==> src/rtl/core/mert_pkg.sv <==
// shared types and constants for the masked event rule table
package mert_pkg;

  localparam int TABLE_DEPTH = 16;
  localparam int IDX_W       = (TABLE_DEPTH > 1) ? $clog2(TABLE_DEPTH) : 1;

  localparam logic [1:0] OP_ADD    = 2'd0;
  localparam logic [1:0] OP_REMOVE = 2'd1;
  localparam logic [1:0] OP_QUERY  = 2'd2;

  localparam int MATCH_TYPE_BIT  = 0;
  localparam int MATCH_CODE_BIT  = 1;
  localparam int MATCH_VALUE_BIT = 2;

  typedef struct packed {
    logic [1:0]  opcode;
    logic [4:0]  event_type;
    logic [9:0]  event_code;
    logic [31:0] event_value;
    logic [31:0] rule_flags;
  } in_item_t;

  typedef struct packed {
    logic        status;
    logic [31:0] found_flags;
  } out_item_t;

  typedef struct packed {
    logic [4:0]       etype;
    logic [9:0]       ecode;
    logic [31:0]      evalue;
    logic [31:0]      eflags;
    logic [IDX_W-1:0] erank;
  } entry_t;

  // compare results for the entry currently on the read port
  typedef struct packed {
    logic key_eq;
    logic full_eq;
    logic mask_eq;
  } match_t;

  typedef enum logic [2:0] {
    ST_IDLE,
    ST_SCAN,
    ST_FIX,
    ST_WRITE,
    ST_RESP
  } state_t;

endpackage

==> src/rtl/core/mert_entry_ram.sv <==
// single port-pair rule entry memory with registered read
module mert_entry_ram #(
  parameter int DEPTH = 16,
  parameter int WIDTH = 8,
  parameter int AW    = (DEPTH > 1) ? $clog2(DEPTH) : 1
) (
  input  logic             clk,
  input  logic             rd_en,
  input  logic [AW-1:0]    rd_addr,
  output logic [WIDTH-1:0] rd_data,
  input  logic             wr_en,
  input  logic [AW-1:0]    wr_addr,
  input  logic [WIDTH-1:0] wr_data
);

  logic [WIDTH-1:0] mem [DEPTH];

  always_ff @(posedge clk) begin
    if (wr_en) begin
      mem[wr_addr] <= wr_data;
    end
  end

  always_ff @(posedge clk) begin
    if (rd_en) begin
      rd_data <= mem[rd_addr];
    end
  end

endmodule

==> src/rtl/core/mert_match.sv <==
// field comparators between the request and the entry read from memory
module mert_match (
  input  mert_pkg::entry_t   ent,
  input  mert_pkg::in_item_t req,
  output mert_pkg::match_t   m
);

  logic type_eq;
  logic code_eq;
  logic value_eq;

  always_comb begin
    type_eq   = (ent.etype == req.event_type);
    code_eq   = (ent.ecode == req.event_code);
    value_eq  = (ent.evalue == req.event_value);
    m.key_eq  = type_eq && code_eq && value_eq;
    m.full_eq = m.key_eq && (ent.eflags == req.rule_flags);
    // a rule with no enable bits matches any event
    m.mask_eq = (!ent.eflags[mert_pkg::MATCH_TYPE_BIT] || type_eq) &&
                (!ent.eflags[mert_pkg::MATCH_CODE_BIT] || code_eq) &&
                (!ent.eflags[mert_pkg::MATCH_VALUE_BIT] || value_eq);
  end

endmodule

==> src/rtl/core/mert_ctrl.sv <==
// sequencer: table walk, rank maintenance, valid bits and result register
module mert_ctrl (
  input  logic                               clk,
  input  logic                               rst_n,
  input  logic                               in_valid,
  output logic                               in_stall,
  input  mert_pkg::in_item_t                 in_item,
  output logic                               out_valid,
  input  logic                               out_stall,
  output mert_pkg::out_item_t                out_item,
  output mert_pkg::in_item_t                 req,
  input  mert_pkg::match_t                   m,
  output logic                               rd_en,
  output logic [mert_pkg::IDX_W-1:0]         rd_addr,
  input  mert_pkg::entry_t                   rd_data,
  output logic                               wr_en,
  output logic [mert_pkg::IDX_W-1:0]         wr_addr,
  output mert_pkg::entry_t                   wr_data
);

  localparam logic [mert_pkg::IDX_W-1:0] LAST_IDX =
    mert_pkg::IDX_W'(mert_pkg::TABLE_DEPTH - 1);

  mert_pkg::state_t state_r, state_nxt;

  mert_pkg::in_item_t  req_r, req_nxt;
  mert_pkg::out_item_t out_item_r, out_item_nxt;
  logic                out_valid_r, out_valid_nxt;

  logic [mert_pkg::TABLE_DEPTH-1:0] valid_r, valid_nxt;

  logic [mert_pkg::IDX_W-1:0] addr_r, addr_nxt;
  logic                       issue_r, issue_nxt;
  logic                       cmp_vld_r, cmp_vld_nxt;
  logic [mert_pkg::IDX_W-1:0] cmp_idx_r, cmp_idx_nxt;

  logic                       hit_r, hit_nxt;
  logic [mert_pkg::IDX_W-1:0] hit_idx_r, hit_idx_nxt;
  logic [mert_pkg::IDX_W-1:0] best_r, best_nxt;
  logic [31:0]                hit_flags_r, hit_flags_nxt;
  logic                       free_r, free_nxt;
  logic [mert_pkg::IDX_W-1:0] free_idx_r, free_idx_nxt;

  logic                       resp_status_r, resp_status_nxt;
  logic [31:0]                resp_flags_r, resp_flags_nxt;

  logic                       ent_vld;
  logic                       walk_last;

  assign in_stall  = (state_r != mert_pkg::ST_IDLE);
  assign out_valid = out_valid_r;
  assign out_item  = out_item_r;
  assign req       = req_r;
  assign rd_addr   = addr_r;

  always_comb begin
    state_nxt       = state_r;
    req_nxt         = req_r;
    out_item_nxt    = out_item_r;
    out_valid_nxt   = out_valid_r;
    valid_nxt       = valid_r;
    addr_nxt        = addr_r;
    issue_nxt       = issue_r;
    hit_nxt         = hit_r;
    hit_idx_nxt     = hit_idx_r;
    best_nxt        = best_r;
    hit_flags_nxt   = hit_flags_r;
    free_nxt        = free_r;
    free_idx_nxt    = free_idx_r;
    resp_status_nxt = resp_status_r;
    resp_flags_nxt  = resp_flags_r;
    rd_en           = 1'b0;
    wr_en           = 1'b0;
    wr_addr         = cmp_idx_r;
    wr_data         = rd_data;
    ent_vld         = valid_r[cmp_idx_r];
    walk_last       = cmp_vld_r && (cmp_idx_r == LAST_IDX);

    if (out_valid_r && !out_stall) begin
      out_valid_nxt = 1'b0;
    end

    // read issue shared by the scan and the rank pass
    if ((state_r == mert_pkg::ST_SCAN || state_r == mert_pkg::ST_FIX) && issue_r) begin
      rd_en    = 1'b1;
      addr_nxt = addr_r + mert_pkg::IDX_W'(1);
      if (addr_r == LAST_IDX) begin
        issue_nxt = 1'b0;
      end
    end
    cmp_vld_nxt = rd_en;
    cmp_idx_nxt = addr_r;

    unique case (state_r)
      mert_pkg::ST_IDLE: begin
        if (in_valid) begin
          req_nxt         = in_item;
          hit_nxt         = 1'b0;
          free_nxt        = 1'b0;
          hit_flags_nxt   = '0;
          resp_status_nxt = 1'b0;
          resp_flags_nxt  = '0;
          if (in_item.opcode == mert_pkg::OP_ADD ||
              in_item.opcode == mert_pkg::OP_REMOVE ||
              in_item.opcode == mert_pkg::OP_QUERY) begin
            addr_nxt  = '0;
            issue_nxt = 1'b1;
            state_nxt = mert_pkg::ST_SCAN;
          end else begin
            state_nxt = mert_pkg::ST_RESP;
          end
        end
      end

      mert_pkg::ST_SCAN: begin
        if (cmp_vld_r) begin
          unique case (req_r.opcode)
            mert_pkg::OP_ADD: begin
              if (ent_vld && m.key_eq && !hit_r) begin
                hit_nxt     = 1'b1;
                hit_idx_nxt = cmp_idx_r;
                best_nxt    = rd_data.erank;
              end
              if (!ent_vld && !free_r) begin
                free_nxt     = 1'b1;
                free_idx_nxt = cmp_idx_r;
              end
            end
            mert_pkg::OP_REMOVE: begin
              if (ent_vld && m.full_eq && (!hit_r || rd_data.erank < best_r)) begin
                hit_nxt     = 1'b1;
                hit_idx_nxt = cmp_idx_r;
                best_nxt    = rd_data.erank;
              end
            end
            default: begin
              if (ent_vld && m.mask_eq && (!hit_r || rd_data.erank < best_r)) begin
                hit_nxt       = 1'b1;
                hit_idx_nxt   = cmp_idx_r;
                best_nxt      = rd_data.erank;
                hit_flags_nxt = rd_data.eflags;
              end
            end
          endcase
        end
        if (walk_last) begin
          unique case (req_r.opcode)
            mert_pkg::OP_ADD: begin
              if (hit_nxt) begin
                state_nxt = mert_pkg::ST_WRITE;
              end else if (free_nxt) begin
                addr_nxt  = '0;
                issue_nxt = 1'b1;
                state_nxt = mert_pkg::ST_FIX;
              end else begin
                resp_status_nxt = 1'b1;
                state_nxt       = mert_pkg::ST_RESP;
              end
            end
            mert_pkg::OP_REMOVE: begin
              if (hit_nxt) begin
                valid_nxt[hit_idx_nxt] = 1'b0;
                addr_nxt  = '0;
                issue_nxt = 1'b1;
                state_nxt = mert_pkg::ST_FIX;
              end else begin
                state_nxt = mert_pkg::ST_RESP;
              end
            end
            default: begin
              resp_status_nxt = !hit_nxt;
              resp_flags_nxt  = hit_nxt ? hit_flags_nxt : 32'd0;
              state_nxt       = mert_pkg::ST_RESP;
            end
          endcase
        end
      end

      mert_pkg::ST_FIX: begin
        // add ages every rule, remove pulls older rules one rank newer
        if (cmp_vld_r && ent_vld) begin
          if (req_r.opcode == mert_pkg::OP_ADD) begin
            wr_en         = 1'b1;
            wr_data.erank = rd_data.erank + mert_pkg::IDX_W'(1);
          end else if (rd_data.erank > best_r) begin
            wr_en         = 1'b1;
            wr_data.erank = rd_data.erank - mert_pkg::IDX_W'(1);
          end
        end
        if (walk_last) begin
          state_nxt = (req_r.opcode == mert_pkg::OP_ADD) ? mert_pkg::ST_WRITE
                                                         : mert_pkg::ST_RESP;
        end
      end

      mert_pkg::ST_WRITE: begin
        wr_en          = 1'b1;
        wr_data.etype  = req_r.event_type;
        wr_data.ecode  = req_r.event_code;
        wr_data.evalue = req_r.event_value;
        wr_data.eflags = req_r.rule_flags;
        if (hit_r) begin
          wr_addr       = hit_idx_r;
          wr_data.erank = best_r;
        end else begin
          wr_addr                = free_idx_r;
          wr_data.erank          = '0;
          valid_nxt[free_idx_r]  = 1'b1;
        end
        state_nxt = mert_pkg::ST_RESP;
      end

      mert_pkg::ST_RESP: begin
        if (!out_valid_r || !out_stall) begin
          out_valid_nxt            = 1'b1;
          out_item_nxt.status      = resp_status_r;
          out_item_nxt.found_flags = resp_flags_r;
          state_nxt                = mert_pkg::ST_IDLE;
        end
      end

      default: begin
        state_nxt = mert_pkg::ST_IDLE;
      end
    endcase
  end

  always_ff @(posedge clk) begin
    if (!rst_n) begin
      state_r <= mert_pkg::ST_IDLE;
    end else begin
      state_r <= state_nxt;
    end
  end

  always_ff @(posedge clk) begin
    if (!rst_n) begin
      out_valid_r <= 1'b0;
      valid_r     <= '0;
      issue_r     <= 1'b0;
      cmp_vld_r   <= 1'b0;
    end else begin
      out_valid_r <= out_valid_nxt;
      valid_r     <= valid_nxt;
      issue_r     <= issue_nxt;
      cmp_vld_r   <= cmp_vld_nxt;
    end
  end

  always_ff @(posedge clk) begin
    req_r         <= req_nxt;
    out_item_r    <= out_item_nxt;
    addr_r        <= addr_nxt;
    cmp_idx_r     <= cmp_idx_nxt;
    hit_r         <= hit_nxt;
    hit_idx_r     <= hit_idx_nxt;
    best_r        <= best_nxt;
    hit_flags_r   <= hit_flags_nxt;
    free_r        <= free_nxt;
    free_idx_r    <= free_idx_nxt;
    resp_status_r <= resp_status_nxt;
    resp_flags_r  <= resp_flags_nxt;
  end

endmodule

==> src/rtl/core/masked_event_rule_table.sv <==
// top level of the masked event rule table
//
// Holds up to TABLE_DEPTH (16) interception rules in one entry memory with a
// registered read port; valid bits live in flip-flops and clear at reset, so
// the table is usable right after reset with no clearing pass. One transaction
// is in work at a time and every transaction is answered by one result. The
// time per transaction is set by walking the entry memory one entry a cycle
// through its single read port: a query takes one walk, an add that updates
// an existing rule one walk and a write, an add that places a new rule two
// walks and a write (the second walk ages every rank), a remove that hits
// two walks (the second pulls older ranks newer), and a full table or a
// missed remove one walk. A reserved opcode is answered with no walk. The next
// transaction is taken while the previous result still waits on out_stall.
module masked_event_rule_table (
  input  logic                clk,
  input  logic                rst_n,
  input  logic                in_valid,
  output logic                in_stall,
  input  mert_pkg::in_item_t  in_item,
  output logic                out_valid,
  input  logic                out_stall,
  output mert_pkg::out_item_t out_item
);

  mert_pkg::in_item_t         req;
  mert_pkg::match_t           m;
  mert_pkg::entry_t           rd_data;
  mert_pkg::entry_t           wr_data;
  logic                       rd_en;
  logic                       wr_en;
  logic [mert_pkg::IDX_W-1:0] rd_addr;
  logic [mert_pkg::IDX_W-1:0] wr_addr;
  logic [$bits(mert_pkg::entry_t)-1:0] ram_rdata;

  assign rd_data = ram_rdata;

  mert_entry_ram #(
    .DEPTH (mert_pkg::TABLE_DEPTH),
    .WIDTH ($bits(mert_pkg::entry_t))
  ) u_ram (
    .clk     (clk),
    .rd_en   (rd_en),
    .rd_addr (rd_addr),
    .rd_data (ram_rdata),
    .wr_en   (wr_en),
    .wr_addr (wr_addr),
    .wr_data (wr_data)
  );

  mert_match u_match (
    .ent (rd_data),
    .req (req),
    .m   (m)
  );

  mert_ctrl u_ctrl (
    .clk       (clk),
    .rst_n     (rst_n),
    .in_valid  (in_valid),
    .in_stall  (in_stall),
    .in_item   (in_item),
    .out_valid (out_valid),
    .out_stall (out_stall),
    .out_item  (out_item),
    .req       (req),
    .m         (m),
    .rd_en     (rd_en),
    .rd_addr   (rd_addr),
    .rd_data   (rd_data),
    .wr_en     (wr_en),
    .wr_addr   (wr_addr),
    .wr_data   (wr_data)
  );

  // the rank pass writes behind its reads, never onto the entry being read
  a_no_rw_collision: assert property (@(posedge clk) disable iff (!rst_n)
    !(rd_en && wr_en && (rd_addr == wr_addr)))
    else $error("entry memory read and write hit the same entry");

  // one transaction at a time
  a_accept_blocks: assert property (@(posedge clk) disable iff (!rst_n)
    (in_valid && !in_stall) |=> in_stall)
    else $error("second transaction accepted while one is in work");

  // a result only appears at the end of a transaction in work
  a_result_from_work: assert property (@(posedge clk) disable iff (!rst_n)
    $rose(out_valid) |-> $past(in_stall))
    else $error("result raised with no transaction in work");

  // memory is only touched while a transaction is in work
  a_idle_quiet: assert property (@(posedge clk) disable iff (!rst_n)
    !in_stall |-> !(rd_en || wr_en))
    else $error("entry memory accessed while idle");

endmodule
==> config.mk <==
export PLATFORM = sky130hd
export DESIGN_NAME = masked_event_rule_table
export DESIGN_NICKNAME = d
export VERILOG_FILES = /design/src/rtl/core/mert_pkg.sv /design/src/rtl/core/mert_entry_ram.sv /design/src/rtl/core/mert_match.sv /design/src/rtl/core/mert_ctrl.sv /design/src/rtl/core/masked_event_rule_table.sv
export SDC_FILE = /design/constraint.sdc
export NUM_CORES = 1
export LEC_CHECK = 0
export ABC_AREA = 1
export BUFFER_PORTS_ARGS = -buffer_cell sky130_fd_sc_hd__buf_2
export CORE_MARGIN = 3
export CORE_UTILIZATION = 40
export DETAILED_ROUTE_END_ITERATION = 8
export GPL_ROUTABILITY_DRIVEN = 1
export PLACE_DENSITY = 0.66
export SYNTH_ARGS = -nofsm -noshare
export SYNTH_HDL_FRONTEND = slang
export SYNTH_SLANG_ARGS = --single-unit
==> constraint.sdc <==
create_clock -name clk -period 19.7 [get_ports clk]
set_input_delay 1.97 -clock clk [delete_from_list [all_inputs] [get_ports clk]]
set_output_delay 1.97 -clock clk [all_outputs]
set_load 0.05 [all_outputs]
==> results by group <==
Outcome
  • Status: completed

Clock network
  • Clk pin slew, worst setup/hold paths: 60 ps
  • Clock tree from TritonCTS: yes
  • Post-CTS Setup Bufs: 0
  • Clk Latency, worst-skew pair: 790 ps
  • H-tree Lvls: 4
  • Post-CTS sizing: 0
  • # hold bufs at CTS: 0
  • CTS root buf: clkbuf_16
  • TritonCTS Buffers: 162
  • CTS max path bufs: 3
  • Clock sink total: 1634

STA
  • Worst Skew: 34.00 ps
  • Final hold viol count: 0
  • RSZ-0062 raised after global routing: no
  • Final period util: 0.2493
  • Setup ws final: 14790 ps
  • Max_slew headroom: 0.1305
  • Post-Route Setup TNS: 0 ps
  • Slew @ Worst Pin: 1296 ps
  • Final setup fails: 0
  • Max frequency: 203.6 MHz
  • Final max-slew violation count: 0
  • Crit path time final: 4911 ps

Yosys
  • Syn nets: 5051
  • Most used flip-flop cell after synthesis: edfxtp_1
  • Seq/Total Area, Yosys: 0.7584
  • Share of the synthesized area in the top cell type: 0.7490
  • Syn avg cell area: 12.97 µm²
  • Post-synth top area cell: edfxtp_1
  • Synth cell types: 41
  • Synthesized area: 0.06430 mm²
  • Yosys warns: 0
  • Synth Register Bits: 1634
  • Mapped Cells: 4959
  • Post-synth ARST share: 0
  • EDFF count, synth: 1604
  • Ranking of synthesized cells by area: edfxtp_1, nand2_1, o21ai_0

Route
  • DR vias/cell: 5.518
  • Routed len/inst: 22.26 µm
  • Via Count: 40.36k
  • DRC viols: 0
  • Final WL: 162900 µm
  • Final ANT Viol Nets: 0
  • Number of detailed-route iterations in the first pass: 6
  • 1st-iter DRT viols: 4607

Critical path
  • Worst setup path endpoint: u_ram.mem[11][13]
  • Crit Path Max Fanout: 60
  • R2R Path Start: u_ctrl.req[80]
  • Worst endpoint required time: 20070 ps
  • Arrival time at the worst endpoint: 5280 ps
  • CP Launch Type: flip-flop
  • Critical path class: flip-flop to flip-flop
  • Worst setup EP type: flip-flop
  • R2R depth: 8
  • FF-to-FF End: u_ram.mem[11][13]
  • R2R Setup Slk: 14790 ps
  • Critical path origin: u_ctrl.req[80]

Floorplanning
  • Area of the core: 0.1591 mm²
  • Initial core utilization: 0.4041
  • # rows: 146
  • Die area: 0.1656 mm²
  • Die X: 407.0 µm
  • Die Y: 407.0 µm
  • Io pins: 120

Place
  • Setup WS pre-CTS: 14750 ps
  • Final HPWL DP: 83740 µm
  • Placed instance count: 7031
  • Port bufs: 119
  • GP Congestion: 0.7987

Run
  • Max-cap violations: 0

Global routing
  • Largest net degree at the start of global routing: 225
  • Antenna violations before repair: 9
  • First-pass GRT wire length: 243500 µm
  • Total grt overflow: 0
  • Vias in the first global route: 38.27k
  • Tot GR Track Use: 0.1941

Finish
  • Fraction of layout cells with a size suffix above 1: 0.09739
  • Commonest non-fill, non-tap cell in the layout: edfxtp_1
  • Fill count: 13.91k
  • Commonest cells after routing, fill and taps aside: edfxtp_1, nand2_1, o21ai_0
  • Finished Layout Cells: 7315
  • Layout area overhead: 12.71%
  • Layout net count: 5141

Power and ir drop
  • Maximum resistive drop on vdd: 0.1544 mV
  • P_leak: 24.55 nW
  • Power per cell area: 125.1 mW/mm²

Hold path
  • HP Class: flip-flop to flip-flop
==> stage by stage <==
| stage | hold slack (ps) | cell area, µm² | util | power [mW] |
|---|---|---|---|---|
| floorplan | 329.0 | 64300 | - | 5.563 |
| global placement | 400.3 | 67460 | 0.4240 | 6.125 |
| detailed placement | 404.5 | 67460 | 0.4240 | 6.166 |
| CTS | 417.6 | 72470 | 0.4555 | 9.111 |
| global route | 420.9 | 72470 | 0.4555 | 9.468 |
| finish | 416.1 | 72480 | 0.4555 | 9.066 |
==> cell type report <==
class	instances	area, µm²	share of cell area
antenna	4	10.01	0.0001381
clock inverter	73	724.4	0.009995
tap	2146	2685	0.03705
inverter	142	559.3	0.007717
clock buffer	207	4287	0.05914
multi-input combinational	2889	14030	0.1935
sequential	1634	48780	0.6731
timing repair buffer	220	1404	0.01937
==> report_power, final <==
part	switching, mW	internal (mW)	total, mW
Sequential	0.135	4.16	4.29
Clock	1.27	1.68	2.95
Combinational	1.36	0.465	1.82
Total	2.76	6.30	9.07
==> worst min-delay path by stage <==
stage | from | end | slack, ps | cells after the start
2_1_floorplan | u_ctrl.rd_addr[3] | u_ctrl.cmp_idx_r[3] | 330 | 0
3_3_place_gp | u_ctrl.resp_flags_r[7] | u_ctrl.out_item[7] | 400 | 0
3_5_place_dp | u_ctrl.resp_flags_r[0] | u_ctrl.out_item[0] | 400 | 0
4_1_cts | u_ctrl.resp_flags_r[12] | u_ctrl.out_item[12] | 420 | 0
5_1_grt | u_ctrl.resp_flags_r[30] | u_ctrl.out_item[30] | 420 | 0
6_report | u_ctrl.resp_flags_r[15] | u_ctrl.out_item[15] | 420 | 0
==> synth_stat cells, types with 6 or more instances <==
| library cell | instances |
|---|---|
| edfxtp_1 | 1604 |
| nand2_1 | 984 |
| o21ai_0 | 520 |
| nor2_1 | 512 |
| clkbuf_1 | 259 |
| a21oi_1 | 243 |
| nand3_1 | 170 |
| inv_1 | 128 |
| a221oi_1 | 101 |
| o22ai_1 | 100 |
| nand4_1 | 73 |
| o221ai_1 | 71 |
| dfxtp_1 | 30 |
| xnor2_1 | 30 |
| xor2_1 | 24 |
| buf_1 | 21 |
| buf_2 | 9 |
| inv_2 | 9 |
| nor2_2 | 9 |
| ha_1 | 7 |
| nand2_2 | 7 |
| o21ai_1 | 6 |
==> cells by family after synthesis <==
| family | share of synthesized area |
|---|---|
| simple gates | 0.1126 |
| flops | 0.7584 |
| compound gates | 0.09410 |
| buf+inv | 0.02623 |
| xor+xnor | 0.007355 |
| fa+ha+maj | 0.001362 |
==> worst max-delay path, cell delays in order, from the launching register on <==
cell and delay, ps:
edfxtp_1 530, nor2_1 600, inv_1 240, nand2_1 120, nand2_1 110, o21ai_0 450
nand3_1 450, nor2_4 900, buf_4 1010
==> state kept, by name (all words and copies together) (netlist names), 3 cells and up <==
name / count
u_ctrl.resp_flags_r: 32
u_ctrl.out_item: 33
u_ctrl.valid_r: 16
u_ctrl.req: 81
u_ctrl.hit_idx_r: 4
u_ctrl.hit_flags_r: 32
u_ram.rd_data: 83
u_ctrl.state_r: 3
u_ctrl.best_r: 4
u_ram.mem: 1328
u_ctrl.rd_addr: 4
u_ctrl.free_idx_r: 4
u_ctrl.cmp_idx_r: 4
==> metal layers <==
metal / GRT usage / wire [µm]
met1: 0.2754 / 68650
met2: 0.3115 / 76690
met3: 0.03527 / 14440
met4: 0.04552 / 3039
met5: 0 / 41
(Power assumes the default switching activity.)
